===== src/hdl/drm_pkg.sv =====
// Package for the dirty rectangle merge table.
// Holds the table depth, field widths, action and status codes and the item
// and token structs shared by the cell row and the top level.
package drm_pkg;

   localparam int TABLE_DEPTH = 32;
   localparam int COORD_W     = 16;
   localparam int SLOT_W      = 5;
   localparam int COUNT_W     = 6;
   localparam int ACTION_W    = 2;
   localparam int STATUS_W    = 3;

   localparam logic [ACTION_W-1:0] ACT_ADD   = 2'd0;
   localparam logic [ACTION_W-1:0] ACT_CLEAR = 2'd1;
   localparam logic [ACTION_W-1:0] ACT_READ  = 2'd2;

   localparam logic [STATUS_W-1:0] ST_MERGED     = 3'd0;
   localparam logic [STATUS_W-1:0] ST_APPENDED   = 3'd1;
   localparam logic [STATUS_W-1:0] ST_DROPPED    = 3'd2;
   localparam logic [STATUS_W-1:0] ST_CLEARED    = 3'd3;
   localparam logic [STATUS_W-1:0] ST_READ_OK    = 3'd4;
   localparam logic [STATUS_W-1:0] ST_READ_RANGE = 3'd5;

   localparam logic [COUNT_W-1:0] DEPTH_COUNT = COUNT_W'(TABLE_DEPTH);

   typedef struct packed {
      logic [ACTION_W-1:0] action;
      logic [COORD_W-1:0]  rect_x;
      logic [COORD_W-1:0]  rect_y;
      logic [COORD_W-1:0]  rect_w;
      logic [COORD_W-1:0]  rect_h;
      logic [SLOT_W-1:0]   entry_index;
   } req_type;

   typedef struct packed {
      logic [STATUS_W-1:0] status;
      logic [SLOT_W-1:0]   slot;
      logic [COORD_W-1:0]  out_x;
      logic [COORD_W-1:0]  out_y;
      logic [COORD_W-1:0]  out_w;
      logic [COORD_W-1:0]  out_h;
      logic [COUNT_W-1:0]  entry_count;
   } rsp_type;

   // Token that walks the cell row: the request, the table count it saw,
   // and the result once some cell has claimed it.
   typedef struct packed {
      logic               valid;
      logic               is_read;
      logic               done;
      req_type            req;
      logic [COUNT_W-1:0] count;
      rsp_type            res;
   } token_type;

endpackage


===== src/hdl/drm_cell.sv =====
// One cell of the rectangle table: stores a single entry and checks the
// passing token against it. Depends on drm_pkg.
module drm_cell (
   input  logic               clock,
   input  logic               reset,
   input  logic [drm_pkg::SLOT_W-1:0] cell_index,
   input  drm_pkg::token_type prev_tok,
   output drm_pkg::token_type next_tok
);
   import drm_pkg::*;

   logic [COORD_W-1:0] ent_x_ff, ent_y_ff, ent_w_ff, ent_h_ff;
   logic [COORD_W-1:0] ent_x_in, ent_y_in, ent_w_in, ent_h_in;
   logic               ent_we;
   token_type          tok_ff, tok_in;

   logic               live, in_range, at_tail, apart;
   logic [COORD_W:0]   cr, cb, rr, rb, ex, ey, dw, dh;
   logic [COORD_W-1:0] nx, ny;

   always_comb begin
      live     = prev_tok.valid && !prev_tok.done;
      in_range = {1'b0, cell_index} < prev_tok.count;
      at_tail  = {1'b0, cell_index} == prev_tok.count;

      // Edges are inclusive and formed one bit wider so they never wrap.
      cr = {1'b0, ent_x_ff} + {1'b0, ent_w_ff};
      cb = {1'b0, ent_y_ff} + {1'b0, ent_h_ff};
      rr = {1'b0, prev_tok.req.rect_x} + {1'b0, prev_tok.req.rect_w};
      rb = {1'b0, prev_tok.req.rect_y} + {1'b0, prev_tok.req.rect_h};
      apart = (cr < {1'b0, prev_tok.req.rect_x}) || ({1'b0, ent_x_ff} > rr) ||
              (cb < {1'b0, prev_tok.req.rect_y}) || ({1'b0, ent_y_ff} > rb);

      nx = (ent_x_ff < prev_tok.req.rect_x) ? ent_x_ff : prev_tok.req.rect_x;
      ny = (ent_y_ff < prev_tok.req.rect_y) ? ent_y_ff : prev_tok.req.rect_y;
      ex = (cr > rr) ? cr : rr;
      ey = (cb > rb) ? cb : rb;
      dw = ex - {1'b0, nx};
      dh = ey - {1'b0, ny};

      tok_in   = prev_tok;
      ent_we   = 1'b0;
      ent_x_in = prev_tok.req.rect_x;
      ent_y_in = prev_tok.req.rect_y;
      ent_w_in = prev_tok.req.rect_w;
      ent_h_in = prev_tok.req.rect_h;

      if (live && !prev_tok.is_read) begin
         if (in_range && !apart) begin
            ent_we   = 1'b1;
            ent_x_in = nx;
            ent_y_in = ny;
            ent_w_in = dw[COORD_W] ? {COORD_W{1'b1}} : dw[COORD_W-1:0];
            ent_h_in = dh[COORD_W] ? {COORD_W{1'b1}} : dh[COORD_W-1:0];
            tok_in.done            = 1'b1;
            tok_in.res.status      = ST_MERGED;
            tok_in.res.entry_count = prev_tok.count;
         end else if (at_tail) begin
            ent_we = 1'b1;
            tok_in.done            = 1'b1;
            tok_in.res.status      = ST_APPENDED;
            tok_in.res.entry_count = prev_tok.count + COUNT_W'(1);
         end
         tok_in.res.slot  = cell_index;
         tok_in.res.out_x = ent_x_in;
         tok_in.res.out_y = ent_y_in;
         tok_in.res.out_w = ent_w_in;
         tok_in.res.out_h = ent_h_in;
      end else if (live && prev_tok.req.entry_index == cell_index) begin
         tok_in.done            = 1'b1;
         tok_in.res.status      = ST_READ_OK;
         tok_in.res.slot        = cell_index;
         tok_in.res.out_x       = ent_x_ff;
         tok_in.res.out_y       = ent_y_ff;
         tok_in.res.out_w       = ent_w_ff;
         tok_in.res.out_h       = ent_h_ff;
         tok_in.res.entry_count = prev_tok.count;
      end
   end

   always_ff @(posedge clock) begin
      if (ent_we) begin
         ent_x_ff <= ent_x_in;
         ent_y_ff <= ent_y_in;
         ent_w_ff <= ent_w_in;
         ent_h_ff <= ent_h_in;
      end
   end

   always_ff @(posedge clock) begin
      if (reset) begin
         tok_ff.valid <= 1'b0;
      end else begin
         tok_ff <= tok_in;
      end
   end

   assign next_tok = tok_ff;

endmodule

===== config.mk =====
export PLATFORM = sky130hd
export DESIGN_NAME = drm_cell
export DESIGN_NICKNAME = d
export VERILOG_FILES = /design/src/hdl/drm_pkg.sv /design/src/hdl/drm_cell.sv
export SDC_FILE = /design/constraint.sdc
export NUM_CORES = 1
export LEC_CHECK = 0
export ABC_AREA = 0
export CAP_MARGIN = 0
export CELL_PAD_IN_SITES_DETAIL_PLACEMENT = 0
export CELL_PAD_IN_SITES_GLOBAL_PLACEMENT = 1
export CORE_ASPECT_RATIO = 1.2
export CORE_MARGIN = 4
export CORE_UTILIZATION = 45
export CTS_BUF_LIST = sky130_fd_sc_hd__clkbuf_4
export DETAILED_ROUTE_END_ITERATION = 8
export DONT_BUFFER_PORTS = 1
export PLACE_DENSITY_LB_ADDON = 0.12
export SETUP_SLACK_MARGIN = 0.05
export SYNTH_ARGS = -nofsm -noshare
export SYNTH_HDL_FRONTEND = slang
export SYNTH_SLANG_ARGS = --single-unit

===== constraint.sdc =====
create_clock -name clock -period 10.7 [get_ports clock]
set_input_delay 1.07 -clock clock [delete_from_list [all_inputs] [get_ports clock]]
set_output_delay 1.07 -clock clock [all_outputs]
set_load 0.02 [all_outputs]

Word-level counts from Yosys, hierarchy flattened
Index checks and enable logic that the tools add are counted.
{"block": "word_totals", "ff_bits": 222, "latch_bits": 0, "mem_bits_rw": 0, "mem_bits_ro": 0, "input_bits": 165, "output_inout_bits": 158, "wordCells": 76, "mem_count": 0}
{"block": "classes", "n_addsub": 7, "multipliers": 0, "n_div": 0, "magnitude_cmp": 9, "eq_ne": 2, "shifts": 0, "n_mux": 27, "n_bitwise": 0, "n_reduce_logical": 10}
{"operator": "2-to-1 mux 16 bit", "n": 12}
{"operator": "2-to-1 mux 78 bit", "n": 2}
{"operator": "adder 16 x 16 -> 17 bit", "n": 4}
{"operator": "> comparator 16 x 17 -> 1 bit", "n": 2}
{"operator": "> comparator 17 bit", "n": 2}
{"operator": "less-than comparator 17 x 16 -> 1 bit", "n": 2}
{"operator": "2-to-1 mux 17 bit", "n": 2}
{"operator": "subtractor 17 x 16 -> 17 bit", "n": 2}
{"operator": "less-than comparator 16 bit", "n": 2}
{"operator": "2-to-1 mux 6 bit", "n": 2}
{"operator": "2-to-1 mux 1 bit", "n": 7}
{"operator": "adder 6 x 1 -> 6 bit, second input constant", "n": 1}
{"operator": "equality test 5 x 6 -> 1 bit", "n": 1}
{"operator": "less-than comparator 5 x 6 -> 1 bit", "n": 1}
{"operator": "2-to-1 mux 3 bit", "n": 2}
{"operator": "equality test 5 bit", "n": 1}
{"operator": "logical AND 1 bit", "n": 4}
{"operator": "zero test 1 bit", "n": 3}
{"operator": "logical OR 1 bit", "n": 3}

Logic depth before layout (Yosys ltp)
{"block": "depth", "depth_word": 9, "ltp_mapped": 37, "ltp_nobuf": 35}

Least setup slack after synthesis
OpenSTA, ideal clock, no wires.
{"block": "synth_path", "path_type": "input-to-reg", "start": "input port prev_tok[90] (netlist name)", "end": "register ent_h_ff[0], enable pin", "setup_ns": 0.488, "arrival_time_ns": 7.576, "required_ns": 10.212, "slack_ns": 2.636, "stages": 23, "path_buffers": 2, "cell_sequence": "ha_1 > a21o_1 > a21oi_1 > o21bai_1 > a21oi_1 > o21ai_0 > a211oi_1 > o211ai_1 > a41o_1 > a21oi_1 > xor2_1 > ha_1 > nand4_1 > nor2_1 > nand2_1 > a2111o_1 > a21oi_1 > a211oi_1 > a211oi_2 > buf_2 > buf_1 > nor2_1 > nor2_1"}
{"block": "synth_via", "elab_chain_len": 7}
{"element": "start, declared", "line_no": "drm_cell.sv:7", "rtl": "input drm_pkg::token_type prev_tok,"}
{"element": "adder 16 x 16 -> 17 bit", "line_no": "drm_cell.sv:30", "rtl": "rb = {1'b0, prev_tok.req.rect_y} + {1'b0, prev_tok.req.rect_h};"}
{"element": "> comparator 16 x 17 -> 1 bit", "line_no": "drm_cell.sv:32", "rtl": "(cb < {1'b0, prev_tok.req.rect_y}) || ({1'b0, ent_y_ff} > rb);"}
{"element": "logical OR 1 bit", "line_no": "drm_cell.sv:32"}
{"element": "zero test 1 bit", "line_no": "drm_cell.sv:49", "rtl": "if (in_range && !apart) begin"}
{"element": "logical AND 1 bit", "line_no": "drm_cell.sv:49"}
{"element": "2-to-1 mux 1 bit", "line_no": "drm_cell.sv:49"}
{"element": "2-to-1 mux 1 bit", "line_no": "drm_cell.sv:48", "rtl": "if (live && !prev_tok.is_read) begin"}
{"element": "net ent_we", "line_no": "drm_cell.sv:14", "rtl": "logic ent_we;"}
{"element": "end signal, assigned", "line_no": "drm_cell.sv:86", "rtl": "ent_h_ff <= ent_h_in;"}
{"element": "end, declared", "line_no": "drm_cell.sv:12", "rtl": "logic [COORD_W-1:0] ent_x_ff, ent_y_ff, ent_w_ff, ent_h_ff;"}
The timed path passes the listed nets, and every way through them passes these cells.
A chain may end at the register's enable or synchronous reset.

Final worst setup path
{"block": "layout_path", "start": "register ent_x_ff[1]", "end": "register ent_w_ff[13], data pin"}
{"block": "layout_via", "elab_chain_len": 9, "word_cells_on_any_way": 16, "classes_between": "add/sub: 2; order compare: 4; mux: 5; reduce/logical: 5"}
{"element": "start, declared", "line_no": "drm_cell.sv:12"}
{"element": "start signal, assigned", "line_no": "drm_cell.sv:83", "rtl": "ent_x_ff <= ent_x_in;"}
{"element": "parallel branches: the longest is 7 deep, another holds adder 16 x 16 -> 17 bit"}
{"element": "2-to-1 mux 16 bit (*)", "line_no": "drm_cell.sv:49"}
{"element": "2-to-1 mux 16 bit (*)", "line_no": "drm_cell.sv:48"}
{"element": "net ent_w_in[13]", "line_no": "drm_cell.sv:13", "rtl": "logic [COORD_W-1:0] ent_x_in, ent_y_in, ent_w_in, ent_h_in;"}
{"element": "end signal, assigned", "line_no": "drm_cell.sv:85", "rtl": "ent_w_ff <= ent_w_in;"}
{"element": "end, declared", "line_no": "drm_cell.sv:12"}
Mark *: on every way through the listed nets, which the timed path passes.

==> metrics.csv <==
stage,metric,value,unit
outcome,outcome,"finished, final reports clean",
route,Pre-antenna DRT Iters,5,
global_routing,GRT overflow,0,
cts,Post-CTS Setup Inserts,0,
timing,TNS Setup,0,ns
final_layout,layout cells sized above 1,8.92,%
power,Power Dens Cells,158,nW/um^2
synth,synthesized area,17600,sq um
worst_hold_path,worst min-delay path class,input port to flip-flop,
global_routing,vias in the first global route,14540,
cts,total CTS buffers,58,
floorplanning,area of the core,38700,sq um
cts,CTS Sinks,222,
global_routing,initial antenna violation count,3,
power,Max VDD drop,69.1,uV
power,Pint,1880,uW
timing,Hold Fails Final Rpt,0,
power,switching power,1130,uW
final_layout,filler cell count,3737,
final_layout,fin nets,2242,
cts,worst-skew pair later-pin latency,0.79,ns
timing,period utilisation layout,84.8,%
power,Logic pwr share,36.4,%
synth,Cells after Synth,1838,
synth,syn nets,2229,
route,DRT iter0 DRCs,919,
timing,relative slew slack,19.3,%
route,Remaining DRCs,0,
worst_setup_path,CP max stage cell,nand2b_1,
cts,count of hold-fix buffers inserted at cts,0,
timing,Worst Tran Pin Value,1.21,ns
cts,CTS root buffer,clkbuf_4,
timing,unrepaired setup endpoints after global routing,false,
floorplanning,num ports,323,
global_routing,largest net degree at the start of global routing,81,
power,Sw Share,37.6,%
placed_design,gpl congestion,0.946,
synth,register area share after synthesis,37.7,%
floorplanning,Die X,189,um
synth,Synth area leaders,"edfxtp_1 38%, ha_1 16%, nand2_1 4.6%",
final_layout,"most common cell after layout, fill and taps aside",edfxtp_1,
worst_setup_path,"Arr. time, crit path",9.57,ns
worst_setup_path,CP startpoint,ent_x_ff[1]$_DFFE_PP_,
timing,final setup violation count,0,
cts,cts repair resizes,0,
job,Max Cap Viol,0,
placed_design,placed cell areas,18200,sq um
synth,Syn Area/Cell,9.60,sq um
synth,Post-synth ARST share,0,%
floorplanning,die height,225,um
worst_setup_path,Worst path max stage delay,0.72,ns
synth,top-area cell type share of the netlist area,37.6,%
floorplanning,Die Area,42400,sq um
cts,Clock Pin Slew Worst Setup and Hold Paths,0.08,ns
worst_setup_path,crit path max fanout,23,
global_routing,GRT Util Overall,27.2,%
route,Routed Antenna Nets,0,
global_routing,first-pass GRT wire length,88.6,mm
route,routed len/inst,24.6,um
timing,fmax,0.110,GHz
synth,Synth Flop Type,edfxtp_1,
synth,leading area contributor after synthesis,edfxtp_1,
synth,Synth cell types,85,
route,DR vias/cell,6.00,
worst_setup_path,CP Launch Type,flip-flop,
synth,Post-synth EDFFs,221,
route,final wirelength,59.6,mm
worst_hold_path,hold_sp,reset,
cts,H-tree depth,2,
floorplanning,initial core utilization,45.5,%
worst_setup_path,Setup CP Type,flip-flop to flip-flop,
timing,Layout Skew,0.0663,ns
timing,final count of pins violating max slew,0,
power,Leak,0.00809,uW
worst_setup_path,Worst R2R Start,ent_x_ff[1]$_DFFE_PP_,
synth,"flops & latches, synth",222,
worst_setup_path,Critical Path End Type,flip-flop,
timing,Final min period,9.07,ns
worst_setup_path,"Data required, critical path",11.20,ns
route,Vias,14533,
final_layout,final instance area,19000,sq um
floorplanning,num rows,79,
power,Seq pwr share,37.2,%
cts,CTS tree,built,
final_layout,Syn-to-layout area delta,7.70,%
synth,Yosys Warn Count,0,
cts,maximum buffer depth of the clock tree,3,
placed_design,Post-DP HPWL,45.6,mm
power,Clock power frac,26.4,%
final_layout,most frequent cells in the layout,"221 x edfxtp_1, 220 x ha_1, 217 x nand2_1, 140 x a21oi_1, 128 x o21ai_0",
placed_design,Port Buf Inserts,0,
-- path summary, 6_finish.rpt --
path	to	cells after the start	slack, ns
setup / recovery	ent_w_ff[13]$_DFFE_PP_	32	1.63
hold reg to reg	next_tok[13]$_DFFE_PN_	2	0.72
hold / removal	next_tok[157]$_SDFF_PP0_	1	0.35
setup reg to reg	ent_w_ff[13]$_DFFE_PP_	32	1.63
-- power by group through the flow --
stage | clock network [uW] | registers, uW | logic [uW]
final | 794 | 1120 | 1090
after global routing | 865 | 1120 | 1210
after CTS | 823 | 1120 | 1090
after detailed placement | 0 | 1140 | 1080
after global placement | 0 | 1140 | 1080
after floorplan | 0 | 1120 | 806
-- worst max-delay path, delay by kind of cell (launching register included) --
kind,cells,cell delay [ns]
buffers and inverters,2,0.50
xor gates and xnor gates,2,0.39
DFF,1,0.56
AOI/OAI and AO/OA,21,4.90
and+or+nand+nor,3,0.92
muxes,1,0.44
adders and majority gates,3,1.11
-- cell usage after synthesis, types with 9 or more instances --
cell type / count
a211oi_1: 22
ha_1: 220
a21oi_1: 141
nand3_1: 53
xor2_1: 31
o22ai_1: 27
mux2i_1: 55
nor2b_1: 19
o21a_1: 17
nor2_1: 125
and3_1: 13
nand2b_1: 23
xnor2_1: 52
o21bai_1: 9
o21ai_0: 128
a31oi_1: 9
nor3_1: 31
nand2_1: 218
o211ai_1: 10
clkbuf_1: 48
and2_1: 21
o22a_1: 15
edfxtp_1: 221
a311oi_1: 9
a21o_1: 65
inv_1: 85
nand4_1: 21
-- state kept, by name, indices dropped and copies added (netlist names) --
signal,flops
next_tok,158
ent_h_ff,16
ent_w_ff,16
ent_y_ff,16
ent_x_ff,16
-- metal layers --
| layer | global-route usage [%] | share of wire [%] | vias to the layer above |
|---|---|---|---|
| met5 | 0 | 0.022 | - |
| met3 | 5.01 | 4.7 | 104 |
| li1 | - | - | 6936 |
| met4 | 10.7 | 3.9 | 2 |
| met2 | 49.3 | 51 | 409 |
| met1 | 31.9 | 40 | 7082 |
-- cell type report --
class                           instances  area [sq um]  share of cell area, %
Sequential cell                       222          6660                   35.0
Tap cell                              526           658                   3.46
Clock inverter                         18           129                  0.678
Antenna cell                            2          5.00                 0.0263
Clock buffer                           86           646                   3.40
Inverter                               85           324                   1.71
Multi-Input combinational cell       1465         10400                   54.9
Timing Repair Buffer                   19           143                  0.751
-- logic make-up after synthesis --
group	share of synthesized area, %
XOR/XNOR	4.38
multiplexers	3.63
buffers and inverters	3.40
AO/OA/AOI/OAI	20.1
adder cells (fa/ha/maj)	16.3
flip-flops	37.7
AND/OR/NAND/NOR	14.4
-- per-stage QoR --
stage | setup WS [ns] | hold slack, ns | std cells | total power, uW | util, %
floorplan | 2.64 | 0.672 | 1838 | 1930 | -
global placement | 1.33 | 0.703 | 2317 | 2220 | 47.0
detailed placement | 1.18 | 0.711 | 2317 | 2220 | 47.0
CTS | 1.64 | 0.261 | 2421 | 3030 | 49.0
global route | 1.01 | 0.268 | 2423 | 3200 | 49.0
finish | 1.63 | 0.354 | 2423 | 3010 | 49.0
No activity file was read; power rests on OpenSTA's default activity.
